<file path="src/rtl/core/lcdseq_pkg.sv">
// Shared types, codes and constants for the character LCD nibble sequencer.
`timescale 1ns / 1ps

package lcdseq_pkg;

   // Operation codes carried in the op field of a request beat
   typedef enum logic [2:0] {
      OP_INIT      = 3'd0,
      OP_CLEAR     = 3'd1,
      OP_CURSOR    = 3'd2,
      OP_CHAR      = 3'd3,
      OP_BACKLIGHT = 3'd4
   } op_type;

   // Where the nibble of a step comes from
   typedef enum logic [1:0] {
      NIB_CONST   = 2'b00,
      NIB_BYTE_HI = 2'b01,
      NIB_BYTE_LO = 2'b10
   } nib_sel_type;

   localparam int PC_W = 5;
   typedef logic [PC_W-1:0] pc_type;

   // Program entry points and last step
   localparam pc_type PC_INIT      = 5'd0;
   localparam pc_type PC_CLEAR     = 5'd13;
   localparam pc_type PC_BYTE      = 5'd15;
   localparam pc_type PC_BACKLIGHT = 5'd17;
   localparam pc_type PC_LAST      = 5'd17;

   // One control word of the program
   typedef struct packed {
      nib_sel_type nib_sel;
      logic [3:0]  nib;
      logic        use_rs;   // take RS from the latched byte kind
      logic        strobe;
      logic [15:0] wait_us;
      logic        last;     // final step of the routine: halt
   } ucode_word_type;

   localparam logic [7:0] CMD_DDRAM_ADDR = 8'h80;
   localparam logic [6:0] ROW_BASE [4] = '{7'h00, 7'h40, 7'h14, 7'h54};

endpackage : lcdseq_pkg

</file>
<file path="src/rtl/core/char_lcd_nibble_sequencer.sv">
// Top level: microcoded sequencer turning LCD commands into timed 4-bit bus writes.
`timescale 1ns / 1ps
//
//  channel   | dir | handshake           | content
//  ----------+-----+---------------------+----------------------------------------
//  req_*     | in  | tvalid/tready       | one display command per beat
//  rsp_*     | out | tvalid/tready/tlast | one bus write per beat, tlast ends cmd
//
//  A command is taken while the sequencer is idle; it then emits one result
//  per cycle, while the output is not stalled, from the microcode store
//  (init 13, clear 2, cursor 2, character 2, backlight 1) via the step counter.
//  A stalled result holds in the output register and freezes the step counter;
//  the next command may be taken while the final result still waits.
//  Synchronous active-high reset: idle, empty output, backlight off.
//  Undefined op codes are taken and dropped without results.

module char_lcd_nibble_sequencer
   import lcdseq_pkg::*;
(
   input  logic        clock,
   input  logic        reset,
   // op[2:0], char_code[10:3], row[12:11], col[18:13], backlight_level[19], pad[23:20]
   input  logic [23:0] req_tdata,
   input  logic        req_tvalid,
   output logic        req_tready,
   // reg_select[0], data_nibble[4:1], strobe_res[5], wait_us[21:6], backlight[22], pad[23]
   output logic [23:0] rsp_tdata,
   output logic        rsp_tvalid,
   input  logic        rsp_tready,
   output logic        rsp_tlast
);

   typedef enum logic [1:0] {
      ST_IDLE = 2'b01,
      ST_RUN  = 2'b10
   } state_type;

   state_type      state_ff, state_in;
   pc_type         pc_ff, pc_in;
   logic [7:0]     byte_ff, byte_in;      // byte for the shared byte routine
   logic           rs_ff, rs_in;          // RS level for the byte routine
   logic           backlight_ff, backlight_in;
   logic           rsp_tvalid_ff, rsp_tvalid_in;
   logic [22:0]    rsp_data_ff, rsp_data_in;
   logic           rsp_last_ff, rsp_last_in;

   ucode_word_type word;
   logic           req_accept;
   logic           out_free;
   logic [3:0]     nibble;
   logic [2:0]     req_op;
   logic [7:0]     req_char;
   logic [1:0]     req_row;
   logic [5:0]     req_col;
   logic           req_bl;
   logic [6:0]     cursor_addr;

   assign req_op   = req_tdata[2:0];
   assign req_char = req_tdata[10:3];
   assign req_row  = req_tdata[12:11];
   assign req_col  = req_tdata[18:13];
   assign req_bl   = req_tdata[19];

   // DDRAM address wraps at 7 bits
   assign cursor_addr = {1'b0, req_col} + ROW_BASE[req_row];

   assign req_tready = (state_ff == ST_IDLE);
   assign req_accept = req_tvalid && req_tready;
   assign out_free   = !rsp_tvalid_ff || rsp_tready;

   lcdseq_ucode_rom u_rom (
      .addr (pc_ff),
      .word (word)
   );

   always_comb begin
      unique case (word.nib_sel)
         NIB_BYTE_HI: nibble = byte_ff[7:4];
         NIB_BYTE_LO: nibble = byte_ff[3:0];
         default:     nibble = word.nib;
      endcase
   end

   always_comb begin
      state_in      = state_ff;
      pc_in         = pc_ff;
      byte_in       = byte_ff;
      rs_in         = rs_ff;
      backlight_in  = backlight_ff;
      rsp_tvalid_in = rsp_tvalid_ff;
      rsp_data_in   = rsp_data_ff;
      rsp_last_in   = rsp_last_ff;

      if (rsp_tvalid_ff && rsp_tready) begin
         rsp_tvalid_in = 1'b0;
      end

      unique case (state_ff)
         ST_IDLE: begin
            if (req_accept) begin
               // dispatch: jump to the routine's entry point
               unique case (req_op)
                  OP_INIT: begin
                     pc_in    = PC_INIT;
                     state_in = ST_RUN;
                  end
                  OP_CLEAR: begin
                     pc_in    = PC_CLEAR;
                     state_in = ST_RUN;
                  end
                  OP_CURSOR: begin
                     pc_in    = PC_BYTE;
                     byte_in  = CMD_DDRAM_ADDR | {1'b0, cursor_addr};
                     rs_in    = 1'b0;
                     state_in = ST_RUN;
                  end
                  OP_CHAR: begin
                     pc_in    = PC_BYTE;
                     byte_in  = req_char;
                     rs_in    = 1'b1;
                     state_in = ST_RUN;
                  end
                  OP_BACKLIGHT: begin
                     pc_in        = PC_BACKLIGHT;
                     backlight_in = req_bl;
                     state_in     = ST_RUN;
                  end
                  default: begin
                     state_in = ST_IDLE;
                  end
               endcase
            end
         end
         ST_RUN: begin
            if (out_free) begin
               rsp_tvalid_in = 1'b1;
               rsp_data_in   = {backlight_ff, word.wait_us, word.strobe, nibble,
                                word.use_rs & rs_ff};
               rsp_last_in   = word.last;
               if (word.last) begin
                  state_in = ST_IDLE;
               end else begin
                  pc_in = pc_ff + 1'b1;
               end
            end
         end
         default: begin
            state_in = ST_IDLE;
         end
      endcase
   end

   always_ff @(posedge clock) begin
      if (reset) begin
         state_ff      <= ST_IDLE;
         pc_ff         <= PC_INIT;
         backlight_ff  <= 1'b0;
         rsp_tvalid_ff <= 1'b0;
      end else begin
         state_ff      <= state_in;
         pc_ff         <= pc_in;
         backlight_ff  <= backlight_in;
         rsp_tvalid_ff <= rsp_tvalid_in;
      end
   end

   always_ff @(posedge clock) begin
      byte_ff     <= byte_in;
      rs_ff       <= rs_in;
      rsp_data_ff <= rsp_data_in;
      rsp_last_ff <= rsp_last_in;
   end

   assign rsp_tvalid = rsp_tvalid_ff;
   assign rsp_tdata  = {1'b0, rsp_data_ff};
   assign rsp_tlast  = rsp_last_ff;

`ifndef SYNTHESIS
   // step counter never leaves the program while running
   a_pc_range : assert property (@(posedge clock) disable iff (reset)
      (state_ff == ST_RUN) |-> (pc_ff <= PC_LAST))
      else $error("step counter beyond program");

   // a free output register is always filled while a routine runs
   a_progress : assert property (@(posedge clock) disable iff (reset)
      ((state_ff == ST_RUN) && !rsp_tvalid_ff) |=> rsp_tvalid_ff)
      else $error("sequencer stalled with free output");

   // backlight command updates the kept level
   a_backlight : assert property (@(posedge clock) disable iff (reset)
      (req_accept && (req_op == OP_BACKLIGHT)) |=> (backlight_ff == $past(req_bl)))
      else $error("backlight level not taken");
`endif

endmodule : char_lcd_nibble_sequencer

</file>
<file path="src/rtl/core/lcdseq_ucode_rom.sv">
// Microcode store: one control word per program step.
`timescale 1ns / 1ps

module lcdseq_ucode_rom
   import lcdseq_pkg::*;
(
   input  pc_type         addr,
   output ucode_word_type word
);

   function automatic ucode_word_type cw(nib_sel_type sel, logic [3:0] nib, logic use_rs,
                                         logic strobe, logic [15:0] wait_us, logic last);
      ucode_word_type w;
      w.nib_sel = sel;
      w.nib     = nib;
      w.use_rs  = use_rs;
      w.strobe  = strobe;
      w.wait_us = wait_us;
      w.last    = last;
      return w;
   endfunction

   always_comb begin
      unique case (addr)
         // init: power-on wait, reset nibbles, then 0x28 0x0C 0x01 0x06
         5'd0:    word = cw(NIB_CONST, 4'h0, 1'b0, 1'b0, 16'd50000, 1'b0);
         5'd1:    word = cw(NIB_CONST, 4'h3, 1'b0, 1'b1, 16'd5050,  1'b0);
         5'd2:    word = cw(NIB_CONST, 4'h3, 1'b0, 1'b1, 16'd200,   1'b0);
         5'd3:    word = cw(NIB_CONST, 4'h3, 1'b0, 1'b1, 16'd200,   1'b0);
         5'd4:    word = cw(NIB_CONST, 4'h2, 1'b0, 1'b1, 16'd200,   1'b0);
         5'd5:    word = cw(NIB_CONST, 4'h2, 1'b0, 1'b1, 16'd50,    1'b0);
         5'd6:    word = cw(NIB_CONST, 4'h8, 1'b0, 1'b1, 16'd50,    1'b0);
         5'd7:    word = cw(NIB_CONST, 4'h0, 1'b0, 1'b1, 16'd50,    1'b0);
         5'd8:    word = cw(NIB_CONST, 4'hC, 1'b0, 1'b1, 16'd50,    1'b0);
         5'd9:    word = cw(NIB_CONST, 4'h0, 1'b0, 1'b1, 16'd50,    1'b0);
         5'd10:   word = cw(NIB_CONST, 4'h1, 1'b0, 1'b1, 16'd2050,  1'b0);
         5'd11:   word = cw(NIB_CONST, 4'h0, 1'b0, 1'b1, 16'd50,    1'b0);
         5'd12:   word = cw(NIB_CONST, 4'h6, 1'b0, 1'b1, 16'd50,    1'b1);
         // clear display
         5'd13:   word = cw(NIB_CONST, 4'h0, 1'b0, 1'b1, 16'd50,    1'b0);
         5'd14:   word = cw(NIB_CONST, 4'h1, 1'b0, 1'b1, 16'd2050,  1'b1);
         // latched byte: cursor address or character
         5'd15:   word = cw(NIB_BYTE_HI, 4'h0, 1'b1, 1'b1, 16'd50,  1'b0);
         5'd16:   word = cw(NIB_BYTE_LO, 4'h0, 1'b1, 1'b1, 16'd50,  1'b1);
         // backlight change: zero-length wait carrying the new level
         5'd17:   word = cw(NIB_CONST, 4'h0, 1'b0, 1'b0, 16'd0,     1'b1);
         default: word = cw(NIB_CONST, 4'h0, 1'b0, 1'b0, 16'd0,     1'b1);
      endcase
   end

endmodule : lcdseq_ucode_rom
</file>
<file path="config.mk">
export PLATFORM = sky130hd
export DESIGN_NAME = char_lcd_nibble_sequencer
export DESIGN_NICKNAME = d
export VERILOG_FILES = /design/src/rtl/core/lcdseq_pkg.sv /design/src/rtl/core/char_lcd_nibble_sequencer.sv /design/src/rtl/core/lcdseq_ucode_rom.sv
export SDC_FILE = /design/constraint.sdc
export NUM_CORES = 1
export LEC_CHECK = 0
export ABC_CLOCK_PERIOD_IN_PS = 3500
export BUFFER_PORTS_ARGS = -buffer_cell sky130_fd_sc_hd__clkbuf_2
export CORE_MARGIN = 2
export CORE_UTILIZATION = 42
export DETAILED_ROUTE_END_ITERATION = 12
export GPL_ROUTABILITY_DRIVEN = 0
export PLACE_DENSITY = 0.67
export SLEW_MARGIN = 10
export SYNTH_ARGS = -nofsm -noshare
export SYNTH_HDL_FRONTEND = slang
export SYNTH_SLANG_ARGS = --single-unit
</file>
<file path="constraint.sdc">
create_clock -name clock -period 3.5 [get_ports clock]
set_clock_uncertainty 0.1 [all_clocks]
set_input_delay 0.7 -clock clock [delete_from_list [all_inputs] [get_ports clock]]
set_output_delay 0.7 -clock clock [all_outputs]
set_load 0.005 [all_outputs]
</file>
; ---- After elaboration in Yosys (flattened, before gate mapping)
; Memories as Yosys holds them, arrays and structs flattened. A register that Yosys moved wholly into a read port is not among the register bits.
; Index checks and enable logic that the tools add are counted.
; W data, S select, Z words.
[classes]
n_mux = 21
n_reduce_logical = 14
n_lt_le_gt_ge = 1
addsub = 2
n_bitwise = 2
n_eq_ne = 13
[op_table]
columns = cell, n
row1 = $mux W5, 5
row2 = $pmux W5 S4, 1
row3 = $pmux W8 S2, 1
row4 = $bmux W7 S2, 1
row5 = $mux W7, 2
row6 = $pmux W5 S2, 1
row7 = $reduce_and A3 Y1, 3
row8 = $mux W2, 4
row9 = $pmux W4 S2, 1
row10 = $add A6 B7 Y7, 1
row11 = $eq A3 B2 Y1 const B, 2
row12 = $ne A2 B2 Y1 const B, 3
row13 = $add A5 B1 Y5 const B, 1
row14 = $ne A5 B2 Y1 const B, 1
row15 = $reduce_and A5 Y1, 1
row16 = $reduce_or A5 Y1, 1
row17 = $eq A2 B1 Y1 const B, 2
row18 = $eq A2 B2 Y1 const B, 2
row19 = $pmux W2 S2, 1
row20 = $reduce_bool A2 Y1, 2
row21 = $eq A3 B1 Y1 const B, 1
row22 = $eq A3 B3 Y1 const B, 1
row23 = $ge A3 B3 Y1 const B, 1
row24 = $logic_not A3 Y1, 1
row25 = 10 further kinds, 13
[totals]
register_bits = 42
rom_bits = 672
memories = 1
output_inout_bits = 27
[memory_table]
columns = name, depth, word_bits, read_ports, rd_clocked_by_memory_dff, wr, line_no
row1 = (name not given), 32, 21, 1, 1, 0, lcdseq_ucode_rom.sv:24  ; unique case (addr)

; ---- Longest topological paths before layout
; Gate-level depths: netlist (run 1).
[logic_depth]
word_depth = 7
mapped_depth = 12
depth_no_buf = 10

; ---- Cells and area by module
; A second synthesis (run 1) with hierarchy kept.
[unflattened]
cells_unflattened = 202
hier_area_um2 = 2168.3
[modules_own_cells]
columns = module, area_each_um2, cells_each, n_inst, seq_area_each_um2
row1 = char_lcd_nibble_sequencer, 1780.5, 145, 1, 1171.1
row2 = lcdseq_ucode_rom, 387.9, 57, 1, 0.0

; ---- Worst setup path before layout (run 1)
; OpenSTA, ideal clock, no wires.
[synth_path]
path_type = in2reg
start = in req_tdata[0]
end = reg u_rom.word[18] (netlist name)
path_slack_ps = 662
required_time_ps = 3284
arrival_ps = 2622
n_path_buf = 2
stages = 12
path_cell_list = buf_2 o21a_1 o32ai_4 buf_4 o21ai_2 a21oi_2 inv_1 ha_1 o31a_1 o31a_1 and2_1 a31o_2
[synth_between]
elab_chain_len = 7
word_cells_on_any_way = 13
[synth_rtl]
columns = element, line_no
row1 = "start, declared", char_lcd_nibble_sequencer.sv:23  ; input logic [23:0] req_tdata,
row2 = $eq A3 B2 Y1, char_lcd_nibble_sequencer.sv:102  ; unique case (req_op)
row3 = $reduce_or A2 Y1 (no source line), --
row4 = $pmux W5 S4, char_lcd_nibble_sequencer.sv:102
row5 = $mux W5, char_lcd_nibble_sequencer.sv:100  ; if (req_accept) begin
row6 = $pmux W5 S2, char_lcd_nibble_sequencer.sv:98  ; unique case (state_ff)
row7 = $mux W5 (no source line) (*) (2 in a row), --
; Every way passes the cells marked *; elsewhere a longest branch is shown, timed or not. The select of a mux whose other input is x is not followed.
; A chain may end at the register's enable or synchronous reset.

; ---- Worst setup path after layout (run 1)
[layout_path]
start = reg state_ff[1]
end = reg u_rom.word[5] (netlist name)
[layout_between]
elab_chain_len = 6
word_cells_on_any_way = 12
[layout_rtl]
columns = element, line_no
row1 = "start, declared", char_lcd_nibble_sequencer.sv:38  ; state_type state_ff, state_in;
row2 = "start signal, assigned", char_lcd_nibble_sequencer.sv:160  ; state_ff <= state_in;
row3 = $eq A2 B1 Y1, "char_lcd_nibble_sequencer.sv:67, char_lcd_nibble_sequencer.sv:98"
row4 = $logic_and A1 B1 Y1, char_lcd_nibble_sequencer.sv:68  ; assign req_accept = req_tvalid && req_tready;
row5 = $ne A2 B1 Y1 (no source line), --
row6 = $reduce_and A5 Y1 (no source line), --
row7 = $mux W5 (no source line) (*) (2 in a row), --
; Every way passes the cells marked *; elsewhere a longest branch is shown, timed or not.

==> out/results.ini, run 1 <==
[outcome]
status=completed

[layout]
diodes=0
most-common-layout-cells=clkbuf_2 (45), dfxtp_1 (27), edfxtp_1 (26)
layout_commonest_cell=clkbuf_2
finalNetCount=298
n_fill_cell=552
area_delta_synth_final_pct=13.4
drive_above_1_share=0.303

[synth]
synth_compound_gate_area_share=0.167
synth-edff-count=26
synthArstFlopShare=0
synth_fa_ha_area_frac=0.0497
seq_area_frac_synth=0.525
syn_area_per_cell_sq_um=11.6
synth_cell_type_count=53
synth_top_flop_cell=dfxtp_1
synthMuxAreaShare=0.0343
synthXorXnorAreaFrac=0.0139
synth_seq_cells=53
synth_top_family_by_area=compound AO/OA/AOI/OAI gates
syn_area_sq_um=2520
yosys_warnings=0
yosys.area_share.simple=0.152
syn_inst=216

[pwr]
power_density_nw_per_um2=429
irDropWorstVdd_mv=0.211
p_leak_uw=0.00113

[worst_setup_path]
cpLargestDelayFamily=compound AO/OA/AOI/OAI gates
cp_slowest_stage_delay_ns=0.48
r2r_end=u_rom.word[5]
worstPathArrival_ns=2.98
crit_type=reg -> reg
cpMaxStageDelayCell=o32a_4
crit_fanout=8
crit_start=state_ff[1]
cp-start-kind=register
rr_worst_depth=9
rrSetupSlack_ns=0.64
cp_data_required_time_ns=3.62
worstReg2RegStart=state_ff[1]
cp.depth=9
critical_path.most_common_cell=o31a_1
critPathCaptureType=register
cp_num_buf_inv=0
endpoint=u_rom.word[5]
path_cells=nand2b_1 -> o32a_4 -> or3b_4 -> o311ai_4 -> ha_1 -> o31a_1 -> o31a_1 -> o2bb2ai_1 -> a211oi_2

[floorplanning]
fp.dieH_microns=81.4
dieArea_sq_um=6630
ioPinCount=55
die_w_microns=81.4
num_rows=28
coreArea_sq_um=5850
start_util=0.430

[global_route]
overflow=0
grt_start_max_net_pins=18
grt_usage=0.144
grt_pass1_vias=1565
antenna_found_initial=0
grt_pass1_wl_microns=7290

[clock_network]
clk_pin_slew_worst_paths_ns=0.09
h-tree-depth=2
post_cts_buffers=0
cts_tree=done
cts_buffer_depth=2
cts-root-buf=clkbuf_8
cts_resized=0
cts_made_buffers=5
hold_buffers=0
clk_latency_ns=0.30
cts_num_sinks=53

[detailed_routing]
firstDrtPassIters=4
vias=1671
route.layer.met1.wl_microns=2090
ant_nets=0
wirelength_microns=4300
wl_met2_microns=2020
routedWlPerCell_microns=12.8
met3_length_microns=115
drtIter0Drc=66
route.detailed.drc=0
highest_layer=met4
avgViaCountPerCell=4.97

[sta]
tightest_slew_ns=0.703
setup_viol=0
fmax_mhz=350
rsz0062_at_grt=false
whs_ns=0.305
hold_viol=0
slew_headroom=0.531
min_period_ns=2.86
fin_tns_setup_ns=0
period_share=0.817
slew_viol_final=0

[place]
hpwlAfterDp_microns=3360
port_buffers=45

[worst_hold_path]
holdPathStages=0
hp-class=reg -> reg

[flow_run]
cap_viol_max_count=0

## cell usage after synthesis (all sizes together), types with 4 or more instances
| library cell | n | share of area |
|---|---|---|
| edfxtp | 26 | 0.31 |
| a211oi | 4 | 0.016 |
| mux2 | 5 | 0.022 |
| inv | 12 | 0.018 |
| nand2 | 10 | 0.015 |
| nor2 | 14 | 0.022 |
| nor3 | 8 | 0.022 |
| and2 | 8 | 0.020 |
| a21oi | 11 | 0.025 |
| o21ai | 10 | 0.027 |
| ha | 10 | 0.050 |
| dfxtp | 27 | 0.21 |
| nor2b | 6 | 0.015 |
| a22oi | 5 | 0.015 |
| buf | 13 | 0.037 |
## cell type report
| cell class | count | area, sq um | share of cell area |
|---|---|---|---|
| timing repair buffer | 47 | 240 | 0.0842 |
| sequential | 53 | 1320 | 0.463 |
| multi-input combinational | 141 | 1070 | 0.374 |
| inverter | 12 | 45.0 | 0.0158 |
| tap | 75 | 93.8 | 0.0329 |
| clock buffer | 6 | 72.6 | 0.0254 |
| clock inverter | 2 | 13.8 | 0.00482 |
## kinds of logic (layout without fill, tap and decap cells)
family                     Yosys count  count (layout)
buffers and inverters               26              67
and+or+nand+nor                     65              65
other                                1               5
adders and majority gates           10              10
AOI/OAI and AO/OA                   49              49
muxes                                8               8
DFF                                 53              53
xor gates and xnor gates             4               4
## worst min-delay path by stage
stage                         from               to  slack (ns)
finish              u_rom.word[10]  rsp_data_ff[15]        0.30
global route         u_rom.word[8]  rsp_data_ff[13]        0.32
CTS                 u_rom.word[10]  rsp_data_ff[15]        0.31
detailed placement   u_rom.word[8]  rsp_data_ff[13]        0.29
global placement     u_rom.word[8]  rsp_data_ff[13]        0.29
floorplan            u_rom.word[5]  rsp_data_ff[10]        0.29
## report_power, final
part	total, uW	switching, uW	internal [uW]
combinational	177	97.6	79.6
clock	332	189	143
sequential	716	19.8	696
total	1220	307	918
## layer usage
metal | up-vias | track usage
met2 | 25 | 0.227
met5 | - | 0
li1 | 859 | -
met3 | 6 | 0.0267
met1 | 781 | 0.197
met4 | 0 | 0.0559
## metrics by stage
stage / utilization / cell area (sq um) / setup slack (ns) / std cells / total power, uW
4_1_cts: 0.488 / 2850 / 0.665 / 336 / 1240
3_5_place_dp: 0.473 / 2770 / 0.443 / 328 / 909
2_1_floorplan: - / 2530 / 0.662 / 220 / 860
6_report: 0.488 / 2850 / 0.642 / 336 / 1220
3_3_place_gp: 0.473 / 2770 / 0.434 / 328 / 903
5_1_grt: 0.488 / 2850 / 0.472 / 336 / 1290
## sequential cells by signal, summed over array words and instances, names as in the netlist
register      count
u_rom.word       18
rsp_data_ff      16
byte_ff           8
pc_ff             5
state_ff          2
backlight_ff      1
rs_ff             1
rsp_tlast         1
rsp_tvalid        1
Power figures use the tool's default switching activity.
==> run 2, diff against run 1 <==
--- a/config.mk
+++ b/config.mk
@@ -5,7 +5,7 @@
 export SDC_FILE = /design/constraint.sdc
 export NUM_CORES = 1
 export LEC_CHECK = 0
-export ABC_CLOCK_PERIOD_IN_PS = 3500
+export ABC_CLOCK_PERIOD_IN_PS = 2670
 export BUFFER_PORTS_ARGS = -buffer_cell sky130_fd_sc_hd__clkbuf_2
 export CORE_MARGIN = 2
 export CORE_UTILIZATION = 42
==> constraint.sdc (replaced) <==
create_clock -name clock -period 2.67 [get_ports clock]
set_clock_uncertainty 0.1 [all_clocks]
set_input_delay 0.534 -clock clock [delete_from_list [all_inputs] [get_ports clock]]
set_output_delay 0.534 -clock clock [all_outputs]
set_load 0.005 [all_outputs]
==> run 2 against run 1 <==
Register-to-register slack worse by 0.50 ns. Critical path type unchanged. Global-route usage is 0.89 points higher. Core utilization is 2.6 points higher. Fmax is 13% higher. Combinational power is 49% higher. Largest cell class unchanged. Cell count is 5.1% higher. Via count is 4.5% higher.
==> out/results.ini, run 2 (synthesis gave the netlist of run 1 again) <==
[floorplanning]
dieArea_sq_um=6630
num_rows=28
coreArea_sq_um=5850
start_util=0.430
die_w_microns=81.4
ioPinCount=55
fp.dieH_microns=81.4

[sta]
whs_ns=0.308
min_period_ns=2.53
slew_viol_final=0
setup_viol=0
fin_tns_setup_ns=0
fmax_mhz=396
layout_setup_ws_ns=0.144
rsz0062_at_grt=false
hold_viol=0
period_share=0.946

[global_route]
grt_start_max_net_pins=18
antenna_found_initial=0
grt_pass1_vias=1662
grt_pass1_wl_microns=7690
use_met2=0.248
use_met1=0.201
grt_usage=0.153
use_met3=0.0300
grt_busiest_layer=met2
overflow=0

[layout]
finalNetCount=315
diodes=0
largest_register_ffs=18
multiInputGateArea_sq_um=1080
most-common-layout-cells=clkbuf_2 (45), edfxtp_1 (26), dfxtp_1 (25)
drive_above_1_share=0.363
n_fill_cell=530
area_delta_synth_final_pct=19.4
stdcell_area_sq_um=3000
seq_area_sq_um=1320
layout_commonest_cell=clkbuf_2

[flow_run]
cap_viol_max_count=0

[outcome]
status=completed

[clock_network]
cts-root-buf=clkbuf_8
cts_num_sinks=53
clk_pin_slew_worst_paths_ns=0.09
cts_made_buffers=5
cts_tree=done
cts_buffer_depth=2
clk_latency_ns=0.30
h-tree-depth=2
post_cts_buffers=0

[worst_setup_path]
endpoint=u_rom.word[5]
cp-start-kind=register
r2r_end=u_rom.word[5]
worstReg2RegStart=state_ff[0]
cp_slowest_stage_delay_ns=0.43
crit_fanout=7
cpMaxStageDelayCell=or3b_4
path_cells=nand2b_4 -> o32a_4 -> or3b_4 -> o311ai_4 -> ha_2 -> o31a_1 -> o31a_1 -> o2bb2ai_1 -> a211oi_2
critical_path.most_common_cell=o31a_1
rrSetupSlack_ns=0.14
crit_start=state_ff[0]
crit_type=reg -> reg
critPathCaptureType=register
rr_worst_depth=9
worstPathArrival_ns=2.65
cp_data_required_time_ns=2.79

[place]
port_buffers=45
hpwlAfterDp_microns=3560
place_area_sq_um=2900
post-place-ws_ns=-0.0326

[pwr]
power_density_nw_per_um2=550
p_seq_frac=0.566
power_uw=1650
p_comb_frac=0.159
internal_power_uw=1250
p_clk_frac=0.275
irDropWorstVdd_mv=0.298
p_switching_uw=402
p_leak_uw=0.00122
switching_share=0.244

[detailed_routing]
routedWlPerCell_microns=12.7
avgViaCountPerCell=4.95
firstDrtPassIters=4
drtIter0Drc=125
ant_nets=0
route.detailed.drc=0
vias=1746
wirelength_microns=4490

[worst_hold_path]
hp-class=reg -> reg

[run 2: how the worst min path moves through the flow]
stage	from	to	depth (start not counted)
after floorplan	u_rom.word[5]	rsp_data_ff[10]	0
after global placement	u_rom.word[17]	rsp_data_ff[5]	0
after detailed placement	u_rom.word[2]	rsp_data_ff[7]	0
after CTS	u_rom.word[2]	rsp_data_ff[7]	0
after global routing	u_rom.word[8]	rsp_data_ff[13]	0
final	u_rom.word[2]	rsp_data_ff[7]	0
[run 2: metal layers]
layer,part of all wire,wire (microns)
met5,0,0
met4,0.020,88
met3,0.032,143
met2,0.49,2220
met1,0.45,2030
[run 2: area by class of cell]
cell class,count,share of cell area
sequential,53,0.441
clock buffer,7,0.0287
inverter,12,0.0150
multi-input combinational,141,0.359
clock inverter,1,0.00250
tap,75,0.0312
timing repair buffer,64,0.122
[run 2: per-stage QoR]
stage / instances / util
6_report: 353 / 0.513
5_1_grt: 353 / 0.513
4_1_cts: 353 / 0.511
3_5_place_dp: 345 / 0.495
3_3_place_gp: 345 / 0.495
2_1_floorplan: 220 / -
[run 2: power groups by stage]
stage	Combinational, uW	Clock (uW)	Sequential (uW)
after floorplan	180	0	949
after global placement	256	0	950
after detailed placement	262	0	953
after CTS	263	474	934
after global routing	296	505	940
final	263	454	934
[run 2: what timing repair did]
action / CTS / global route
endpoints found under the hold margin: 0 / 0
hold buffers: 0 / 0
resized for setup: 0 / 6
endpoints found under the setup margin: 0 / 4
[run 2: critical path: cells and delay by family, from the launching register on]
kind                     cells  cell delay, ns
adder cells (fa/ha/maj)      1            0.23
AO/OA/AOI/OAI                6            1.15
AND/OR/NAND/NOR              2            0.61
flip-flops                   1            0.36
